<file path="config.mk">
export PLATFORM = sky130hd
export DESIGN_NAME = bef_ctrl
export DESIGN_NICKNAME = d
export VERILOG_FILES = /design/src/rtl/bef_pkg.sv /design/src/rtl/bef_ctrl.sv
export SDC_FILE = /design/constraint.sdc
export NUM_CORES = 1
export LEC_CHECK = 0
export BUFFER_PORTS_ARGS = -buffer_cell sky130_fd_sc_hd__buf_2
export CORE_UTILIZATION = 44
export DETAILED_ROUTE_END_ITERATION = 10
export MAX_ROUTING_LAYER = met4
export PLACE_DENSITY = 0.71
export SLEW_MARGIN = 40
export SYNTH_ARGS = -nofsm -noshare
export SYNTH_HDL_FRONTEND = slang
export SYNTH_SLANG_ARGS = --single-unit
</file>
<file path="constraint.sdc">
create_clock -name clk -period 2 [get_ports clk]
set_clock_uncertainty 0.1 [all_clocks]
set_input_delay 0.4 -clock clk [delete_from_list [all_inputs] [get_ports clk]]
set_output_delay 0.4 -clock clk [all_outputs]
set_load 0.005 [all_outputs]
</file>
<file path="src/rtl/bef_pkg.sv">
// ----------------------------------------------------------------------------
// bef_pkg: shared types, constants and table builders
// Codes, control structs and elaboration-time helpers for the belief fusion
// block.
// ----------------------------------------------------------------------------
package bef_pkg;

  localparam int HARMONIC_MAX_DEF    = 8;
  localparam int SNR_TABLE_DEPTH_DEF = 1024;

  localparam int CFG_IDX_W  = 3;
  localparam int CFG_DATA_W = 32;

  localparam logic [CFG_IDX_W-1:0] CFG_PRIOR      = 3'd0;
  localparam logic [CFG_IDX_W-1:0] CFG_DECAY_RATE = 3'd1;
  localparam logic [CFG_IDX_W-1:0] CFG_MIN_FREQ   = 3'd2;
  localparam logic [CFG_IDX_W-1:0] CFG_MAX_FREQ   = 3'd3;
  localparam logic [CFG_IDX_W-1:0] CFG_TOLERANCE  = 3'd4;
  localparam logic [CFG_IDX_W-1:0] CFG_HARM_LIMIT = 3'd5;

  localparam logic [31:0] PRIOR_RST      = 32'd42949673;
  localparam logic [15:0] DECAY_RATE_RST = 16'd62259;
  localparam logic [15:0] MIN_FREQ_RST   = 16'd50;
  localparam logic [15:0] MAX_FREQ_RST   = 16'd2000;
  localparam logic [15:0] TOLERANCE_RST  = 16'd3277;
  localparam logic [3:0]  HARM_LIMIT_RST = 4'd4;

  // Likelihoods, unsigned 8.24
  localparam logic [31:0] L_VIS_OUT_D  = 32'd1677722;
  localparam logic [31:0] L_VIS_OUT_ND = 32'd5033165;
  localparam logic [31:0] L_AC_OUT_D   = 32'd838861;
  localparam logic [31:0] L_AC_OUT_ND  = 32'd3355443;
  localparam logic [31:0] L_AC_ND      = 32'd838861;
  localparam logic [31:0] L_AC_ND_HIGH = 32'd83886;
  localparam logic [31:0] L_MATCH_D    = 32'd16609444;
  localparam logic [31:0] L_MATCH_ND   = 32'd16777;

  localparam logic [31:0] P_MIN = 32'd4;
  localparam logic [31:0] P_MAX = 32'hFFFF_FFFC;

  // snr offsets in 8.8: 5 dB and 4 dB; elevation limit 10 degrees
  localparam logic signed [16:0] VIS_SNR_OFS = 17'sd1280;
  localparam logic signed [16:0] AC_SNR_OFS  = 17'sd1024;
  localparam logic signed [15:0] ELEV_HIGH   = 16'sd2560;

  localparam logic [63:0] ONE_Q30 = 64'd1 << 30;

  typedef enum logic [1:0] {
    LSEL_VIS,
    LSEL_AC,
    LSEL_MATCH
  } lsel_t;

  typedef enum logic [3:0] {
    S_IDLE,
    S_START,
    S_LIK,
    S_MUL_A,
    S_MUL_B,
    S_DIV_INIT,
    S_DIV,
    S_SRCH_INIT,
    S_SRCH,
    S_CLAMP,
    S_DEC_A,
    S_DEC_B,
    S_DONE
  } state_t;

  typedef struct packed {
    logic  capture;
    logic  load_lik;
    lsel_t lsel;
    logic  mul_a;
    logic  mul_b;
    logic  div_init;
    logic  div_step;
    logic  srch_init;
    logic  srch_step;
    logic  clamp;
    logic  dec_a;
    logic  dec_b;
    logic  out_load;
  } cmd_t;

  typedef struct packed {
    logic req_decay;
    logic vis;
    logic ac;
    logic div_skip;
    logic div_last;
    logic srch_none;
    logic srch_last;
    logic srch_hit;
  } sts_t;

  // Shift-subtract divide, elaboration use only
  function automatic logic [63:0] udiv64(input logic [63:0] n, input logic [63:0] d);
    logic [64:0] r;
    logic [63:0] q;
    r = '0;
    q = '0;
    for (int i = 63; i >= 0; i--) begin
      r = {r[63:0], n[i]};
      if (r >= {1'b0, d}) begin
        r    = r - {1'b0, d};
        q[i] = 1'b1;
      end
    end
    return q;
  endfunction

  function automatic logic [63:0] mulq30(input logic [63:0] a, input logic [63:0] b);
    logic [128:0] s;
    s = 129'(a) * 129'(b) + (129'(1) << 29);
    if (s[128:94] != '0) begin
      return '1;
    end
    return s[93:30];
  endfunction

  // exp(+u) or exp(-u), u in Q30, result in Q30
  function automatic logic [63:0] exp_q30(input logic [63:0] u, input logic neg);
    logic [63:0]  w;
    logic [63:0]  term;
    logic [63:0]  pos;
    logic [63:0]  sub;
    logic [63:0]  r;
    logic [127:0] t;
    w    = (u + 64'd16) >> 5;
    term = ONE_Q30;
    pos  = ONE_Q30;
    sub  = '0;
    for (int k = 1; k <= 14; k++) begin
      t    = 128'(term) * 128'(w);
      term = udiv64(64'(t >> 30), 64'(k));
      if (neg && (k % 2 == 1)) begin
        sub = sub + term;
      end else begin
        pos = pos + term;
      end
    end
    r = pos - sub;
    for (int i = 0; i < 5; i++) begin
      r = mulq30(r, r);
    end
    return r;
  endfunction

  // {logistic, non-drone} entry k of a table of the given depth
  function automatic logic [63:0] snr_entry(input int k, input int depth);
    logic [63:0] num;
    logic [63:0] c;
    logic        nonneg;
    logic [63:0] mag;
    logic [63:0] u;
    logic [63:0] e;
    logic [63:0] den;
    logic [63:0] s;
    logic [63:0] v;
    logic [31:0] lg;
    num    = 64'(64 * k);
    c      = 64'(32 * depth);
    nonneg = num >= c;
    mag    = nonneg ? num - c : c - num;
    u      = udiv64(mag << 30, 64'(depth));
    e      = exp_q30(u, 1'b1);
    den    = ONE_Q30 + e;
    if (nonneg) begin
      s = udiv64((64'd1 << 60) + (den >> 1), den);
    end else begin
      s = udiv64((e << 30) + (den >> 1), den);
    end
    lg = 32'((s + 64'd32) >> 6);
    e  = exp_q30((u + 64'd1) >> 1, nonneg);
    v  = udiv64(e + 64'd3200, 64'd6400);
    if (v > 64'hFFFF_FFFF) begin
      v = 64'hFFFF_FFFF;
    end
    if (v == '0) begin
      v = 64'd1;
    end
    return {lg, v[31:0]};
  endfunction

endpackage

</file>
<file path="src/rtl/bef_ctrl.sv">
// ----------------------------------------------------------------------------
// bef_ctrl: sequencing state machine
// Walks each item through its Bayes steps, the harmonic search, clamp or
// decay, and owns both handshakes.
// ----------------------------------------------------------------------------
module bef_ctrl (
  input  logic          clk,
  input  logic          rst_n,
  input  logic          in_valid,
  output logic          in_stall,
  output logic          out_valid,
  input  logic          out_stall,
  input  bef_pkg::sts_t sts,
  output bef_pkg::cmd_t cmd
);

  bef_pkg::state_t state_r, state_nxt;
  bef_pkg::lsel_t  stp_r, stp_nxt;
  logic            out_valid_r, out_valid_nxt;
  bef_pkg::state_t after_state;
  bef_pkg::lsel_t  after_stp;

  always_ff @(posedge clk) begin
    if (!rst_n) begin
      state_r     <= bef_pkg::S_IDLE;
      stp_r       <= bef_pkg::LSEL_VIS;
      out_valid_r <= 1'b0;
    end else begin
      state_r     <= state_nxt;
      stp_r       <= stp_nxt;
      out_valid_r <= out_valid_nxt;
    end
  end

  // where to go once a Bayes step has finished
  always_comb begin
    after_state = bef_pkg::S_CLAMP;
    after_stp   = stp_r;
    case (stp_r)
      bef_pkg::LSEL_VIS: begin
        if (sts.ac) begin
          after_state = bef_pkg::S_LIK;
          after_stp   = bef_pkg::LSEL_AC;
        end
      end
      bef_pkg::LSEL_AC: begin
        if (sts.vis) begin
          after_state = bef_pkg::S_SRCH_INIT;
        end
      end
      default: after_state = bef_pkg::S_CLAMP;
    endcase
  end

  always_comb begin
    cmd           = '0;
    cmd.lsel      = stp_r;
    state_nxt     = state_r;
    stp_nxt       = stp_r;
    out_valid_nxt = out_valid_r && out_stall;
    case (state_r)
      bef_pkg::S_IDLE: begin
        if (in_valid) begin
          cmd.capture = 1'b1;
          state_nxt   = bef_pkg::S_START;
        end
      end
      bef_pkg::S_START: begin
        if (sts.req_decay) begin
          state_nxt = bef_pkg::S_DEC_A;
        end else if (sts.vis) begin
          stp_nxt   = bef_pkg::LSEL_VIS;
          state_nxt = bef_pkg::S_LIK;
        end else if (sts.ac) begin
          stp_nxt   = bef_pkg::LSEL_AC;
          state_nxt = bef_pkg::S_LIK;
        end else begin
          state_nxt = bef_pkg::S_CLAMP;
        end
      end
      bef_pkg::S_LIK: begin
        cmd.load_lik = 1'b1;
        state_nxt    = bef_pkg::S_MUL_A;
      end
      bef_pkg::S_MUL_A: begin
        cmd.mul_a = 1'b1;
        state_nxt = bef_pkg::S_MUL_B;
      end
      bef_pkg::S_MUL_B: begin
        cmd.mul_b = 1'b1;
        state_nxt = bef_pkg::S_DIV_INIT;
      end
      bef_pkg::S_DIV_INIT: begin
        cmd.div_init = 1'b1;
        if (sts.div_skip) begin
          state_nxt = after_state;
          stp_nxt   = after_stp;
        end else begin
          state_nxt = bef_pkg::S_DIV;
        end
      end
      bef_pkg::S_DIV: begin
        cmd.div_step = 1'b1;
        if (sts.div_last) begin
          state_nxt = after_state;
          stp_nxt   = after_stp;
        end
      end
      bef_pkg::S_SRCH_INIT: begin
        cmd.srch_init = 1'b1;
        state_nxt     = sts.srch_none ? bef_pkg::S_CLAMP : bef_pkg::S_SRCH;
      end
      bef_pkg::S_SRCH: begin
        cmd.srch_step = 1'b1;
        if (sts.srch_last) begin
          if (sts.srch_hit) begin
            stp_nxt   = bef_pkg::LSEL_MATCH;
            state_nxt = bef_pkg::S_LIK;
          end else begin
            state_nxt = bef_pkg::S_CLAMP;
          end
        end
      end
      bef_pkg::S_CLAMP: begin
        cmd.clamp = 1'b1;
        state_nxt = bef_pkg::S_DONE;
      end
      bef_pkg::S_DEC_A: begin
        cmd.dec_a = 1'b1;
        state_nxt = bef_pkg::S_DEC_B;
      end
      bef_pkg::S_DEC_B: begin
        cmd.dec_b = 1'b1;
        state_nxt = bef_pkg::S_DONE;
      end
      bef_pkg::S_DONE: begin
        // hold the result until the output register is free
        if (!out_valid_r || !out_stall) begin
          cmd.out_load  = 1'b1;
          out_valid_nxt = 1'b1;
          state_nxt     = bef_pkg::S_IDLE;
        end
      end
      default: state_nxt = bef_pkg::S_IDLE;
    endcase
  end

  assign in_stall  = (state_r != bef_pkg::S_IDLE);
  assign out_valid = out_valid_r;

  a_load_free: assert property (@(posedge clk) disable iff (!rst_n)
    cmd.out_load |-> !(out_valid_r && out_stall))
    else $error("result loaded over an undelivered beat");

  a_accept_start: assert property (@(posedge clk) disable iff (!rst_n)
    (in_valid && !in_stall) |=> (state_r == bef_pkg::S_START))
    else $error("accepted beat not started");

  a_match_after_hit: assert property (@(posedge clk) disable iff (!rst_n)
    (state_r == bef_pkg::S_LIK && stp_r == bef_pkg::LSEL_MATCH) |->
      $past(state_r) == bef_pkg::S_SRCH)
    else $error("match step without search hit");

endmodule

</file>
# Yosys cells after proc, flatten, opt, wreduce, memory -nomap -nowiden
# Cells that the tools add are included.
[word_totals] ff_bits=7 latchBits=0 mem_bits_rw=0 mem_bits_ro=0 in_bits=12 out_inout_bits=16 elab_cells=72 mem_count=0
[classes] add_sub_neg=0 mul=0 div_mod_pow=0 order_cmp=0 eq_ne=20 shift=0 muxes=38 bitwise_logic=0 n_reduce_logical=11
[op_table] operator="$pmux W4 S12" count=1
[op_table] operator="$mux W4" count=10
[op_table] operator="$eq A4 B4 Y1 const B" count=5
[op_table] operator="$mux W1" count=17
[op_table] operator="$eq A4 B3 Y1 const B" count=4
[op_table] operator="$mux W2" count=8
[op_table] operator="$ne A2 B2 Y1 const B" count=7
[op_table] operator="$eq A4 B2 Y1 const B" count=2
[op_table] operator="$pmux W2 S4" count=1
[op_table] operator="$pmux W4 S2" count=1
[op_table] operator="$reduce_bool A4 Y1" count=2
[op_table] operator="$reduce_and A6 Y1" count=1
[op_table] operator="$eq A4 B1 Y1 const B" count=1
[op_table] operator="$logic_not A4 Y1" count=1
[op_table] operator="$reduce_and A4 Y1" count=1
[op_table] operator="$eq A2 B1 Y1 const B" count=1
[op_table] operator="$logic_not A1 Y1" count=2
[op_table] operator="$logic_not A2 Y1" count=1
[op_table] operator="$reduce_or A2 Y1" count=1
[op_table] operator="$logic_and A1 B1 Y1" count=1
[op_table] operator="$logic_or A1 B1 Y1" count=1

# Longest topological paths before layout
[depth] word_depth=4 depth_mapped=6 depth_no_buf=4

# Worst setup path after synthesis
# OpenSTA, ideal clock, no wires.
[synth_path] kind="reg2reg" from="register state_r[2]" to="register stp_r[0]" setup_ns=0.119 t_arrival_ns=1.660 t_required_ns=1.781 path_slack_ns=0.121 stages_incl_launch_ff=7 n_path_buf=2 synth_period_minus_slack_ns=1.879 path_cell_list="dfxtp_1 > buf_4 > nand2b_2 > buf_6 > or4_4 > a211o_1 > o221a_2"
[synth_between] elab_chain_len=3 elab_cells_between_ends=12 cone_classes="eq/ne (9); mux (1); reduce/logical (2)"
[synth_lines] element="start, declared" line_no="bef_ctrl.sv:17" rtl="bef_pkg::state_t state_r, state_nxt;"
[synth_lines] element="start signal, assigned" line_no="bef_ctrl.sv:25" rtl="state_r <= bef_pkg::S_IDLE;"
[synth_lines] element="start signal, assigned" line_no="bef_ctrl.sv:29" rtl="state_r <= state_nxt;"
[synth_lines] element="$eq A4 B4 Y1, or another cell as far along" line_no="bef_ctrl.sv:61" rtl="case (state_r)"
[synth_lines] element="$reduce_bool A4 Y1 (no source line) or $ne A2 B2 Y1 (tied branches)"
[synth_lines] element="$reduce_and A6 Y1 (no source line)"
[synth_lines] element="end signal, assigned" line_no="bef_ctrl.sv:26" rtl="stp_r <= bef_pkg::LSEL_VIS;"
[synth_lines] element="end signal, assigned" line_no="bef_ctrl.sv:30" rtl="stp_r <= stp_nxt;"
[synth_lines] element="end, declared" line_no="bef_ctrl.sv:18" rtl="bef_pkg::lsel_t stp_r, stp_nxt;"
# Parallel ways exist; a longest one is shown, timed or not.
# A chain may end at the register's enable or synchronous reset.

==> flow_metrics.py <==
metrics = {
    "run_status": {
        "status": "finished, final reports clean",
    },
    "logic_synthesis": {
        "avgSynthCellArea_sq_um": 7.132,
        "yosys.area.top_type_share": 0.1786,
        "syn-cell-area_sq_um": 784.5,
        "ys_types": 48,
        "synth_cells": 110,
        "synth-edff-count": 0,
        "synth_ff_type": "dfxtp_1",
        "synth_fp_nets": 122,
        "ys_top_cells_by_count": "nor2_1, o21ai_0, a21oi_1",
        "synthArstFlopShare": 0,
        "synth_most_common_cell": "nor2_1",
        "yosysSeqAreaShare": 0.1786,
        "ys_ff_latch": 7,
        "yosysWarnings": 0,
        "synth.area.top_cells": "dfxtp_1, nor2_1, o21ai_0",
        "yosysTopAreaCell": "dfxtp_1",
    },
    "min_path": {
        "whs_path_depth": 3,
        "hold_class": "primary input to flip-flop",
        "worstHoldStart": "rst_n",
    },
    "critical_path": {
        "path_depth": 4,
        "slowest_delay_ns": 0.56,
        "cp_num_buf_inv": 2,
        "reg2regPathDepth": 4,
        "critPathLaunch": "state_r[2]",
        "cp_data_arrival_time_ns": 1.46,
        "r2r_start": "state_r[1]",
        "cpLargestDelayFamily": "simple AND/OR/NAND/NOR gates",
        "start_kind": "flip-flop",
        "endpoint_kind": "primary output",
        "cp_max_fo": 9,
        "crit_chain": "buf_6 > or4_4 > nor2_2 > buf_2",
        "cp.required_ns": 1.50,
        "cp_slowest_cell": "or4_4",
        "rrSetupSlack_ns": 0.12,
        "worstSetupPathType": "flip-flop to primary output",
    },
    "global_route": {
        "grt_usage": 0.2691,
        "grt_pass1_wl_microns": 3808,
        "antenna_found_initial": 0,
        "grt_max_degree": 18,
        "grt-ovfl-total": 0,
        "grt_pass1_vias": 843,
    },
    "place": {
        "dp_slack_ns": 0.1451,
        "portBuffers": 27,
        "place_hpwl_microns": 1759,
        "gp_congestion": 0.8790,
    },
    "power": {
        "leakagePower_nw": 0.4422,
        "power.density_nw_per_um2": 1322,
        "ir_drop_mv": 0.7749,
        "fin_total_pwr_mw": 1.350,
    },
    "timing": {
        "max_freq_ghz": 0.5102,
        "slew_violations": 0,
        "worst_slew_pin_slew_ns": 0.4361,
        "finalHoldViolCount": 0,
        "whs_ns": 0.3145,
        "fin_crit_sh": 0.9801,
        "min_period_ns": 1.960,
        "fin_ws_ns": 0.03989,
        "setup_viol": 0,
        "relSlewSlack": 0.7066,
        "rsz0062_at_grt": "yes",
    },
    "drt": {
        "totalWireLength_microns": 2362,
        "avgRoutedWirePerCell_microns": 14.86,
        "via_count": 981,
        "vias_per_cell": 6.170,
        "final_antenna_net_count": 0,
        "drtPass1Iterations": 6,
        "drt_iter0_markers": 47,
        "drc": 0,
    },
    "die": {
        "pin_count": 28,
        "die-area_sq_um": 1956,
        "fp.dieW_microns": 44.23,
        "core-area_sq_um": 1577,
        "initial_core_util": 0.4976,
        "rows": 14,
        "die_h_microns": 44.23,
    },
    "clock_tree": {
        "htree_levels": 1,
        "cts_root_buf": "clkbuf_4",
        "clock_path_buffers": 2,
        "clock_latency_ns": 0.25,
        "tritoncts": "built",
        "clock_sinks": 7,
        "numCtsBuffers": 3,
        "clk_pin_slew_ns": 0.05,
    },
    "job": {
        "cap_viol_max_count": 0,
    },
    "cells_and_area": {
        "nFillCells": 133,
        "antenna_cells": 0,
        "drive_above_1_share": 0.3706,
        "syn2layout_area_growth_pct": 30.14,
        "seq_area_sq_um": 141.4,
        "fin_nets": 156,
        "multi_input_area_sq_um": 574.3,
    },
}
==> worst min-delay path, delay by kind of cell <==
family | cells | cell delay (ns)
compound gates | 1 | 0.06
buf+inv | 1 | 0.12
simple gates | 1 | 0.05
==> cells in the final DEF (no fill, tap or decap), types with 3 or more instances in the layout <==
cell / count
buf_2: 27
nor2_1: 13
buf_4: 10
o21ai_0: 9
a21oi_1: 8
nor3_1: 7
inv_1: 7
dfxtp_1: 6
nand2b_1: 4
nand2_1: 3
clkbuf_4: 3
==> metal layers <==
metal,up-vias,GRT usage,part of all wire
met3,4,0.08163,0.083
met4,0,0.05455,0.0097
met5,-,-,0
li1,479,-,-
met1,446,0.3458,0.43
met2,52,0.4176,0.48
==> power by group <==
group / switching [mW] / internal [mW] / total, mW
clock network: 0.0522 / 0.0761 / 0.128
registers: 0.0736 / 0.187 / 0.260
logic: 0.495 / 0.467 / 0.962
==> final cells by class <==
cell class	instances	share of cell area
tap	16	0.01961
clock buffer	4	0.02574
timing repair buffer	39	0.2279
multi-input combinational	86	0.5625
inverter	7	0.02574
sequential	7	0.1385
==> logic make-up (layout without fill, tap and decap cells) <==
kind of cell              after synthesis  after routing  share of synthesized area
and+or+nand+nor                        45             45                     0.3301
AOI/OAI and AO/OA                      38             38                     0.3557
buffers and inverters                  17             50                    0.09730
DFF                                     7              7                     0.1786
muxes                                   2              2                    0.02711
xor gates and xnor gates                1              1                    0.01117
==> what timing repair did <==
action | in CTS | in global routing
pin swaps | 0 | 1
endpoints found under the setup margin | 1 | 2
gates resized for setup | 3 | 2
endpoints found under the hold margin | 0 | 0
setup buffers | 0 | 3
hold buffers | 0 | 0
==> sequential cells by signal (all words and copies together) (netlist names) <==
register   flops
state_r        4
stp_r          2
out_valid      1
==> through the flow <==
step	util	TNS, ns	instance area [sq um]	instances
finish	0.6476	0	1021	159
global route	0.6476	-0.01637	1021	159
CTS	0.6310	0	994.7	156
detailed placement	0.6071	0	957.2	152
global placement	0.6071	0	957.2	152
floorplan	-	0	784.5	110
==> worst paths after layout <==
path                                   end
worst max-delay path               cmd[13]
worst min-delay path            state_r[1]
worst max register to register    stp_r[0]
worst min register to register   out_valid
Power figures use the tool's default switching activity.
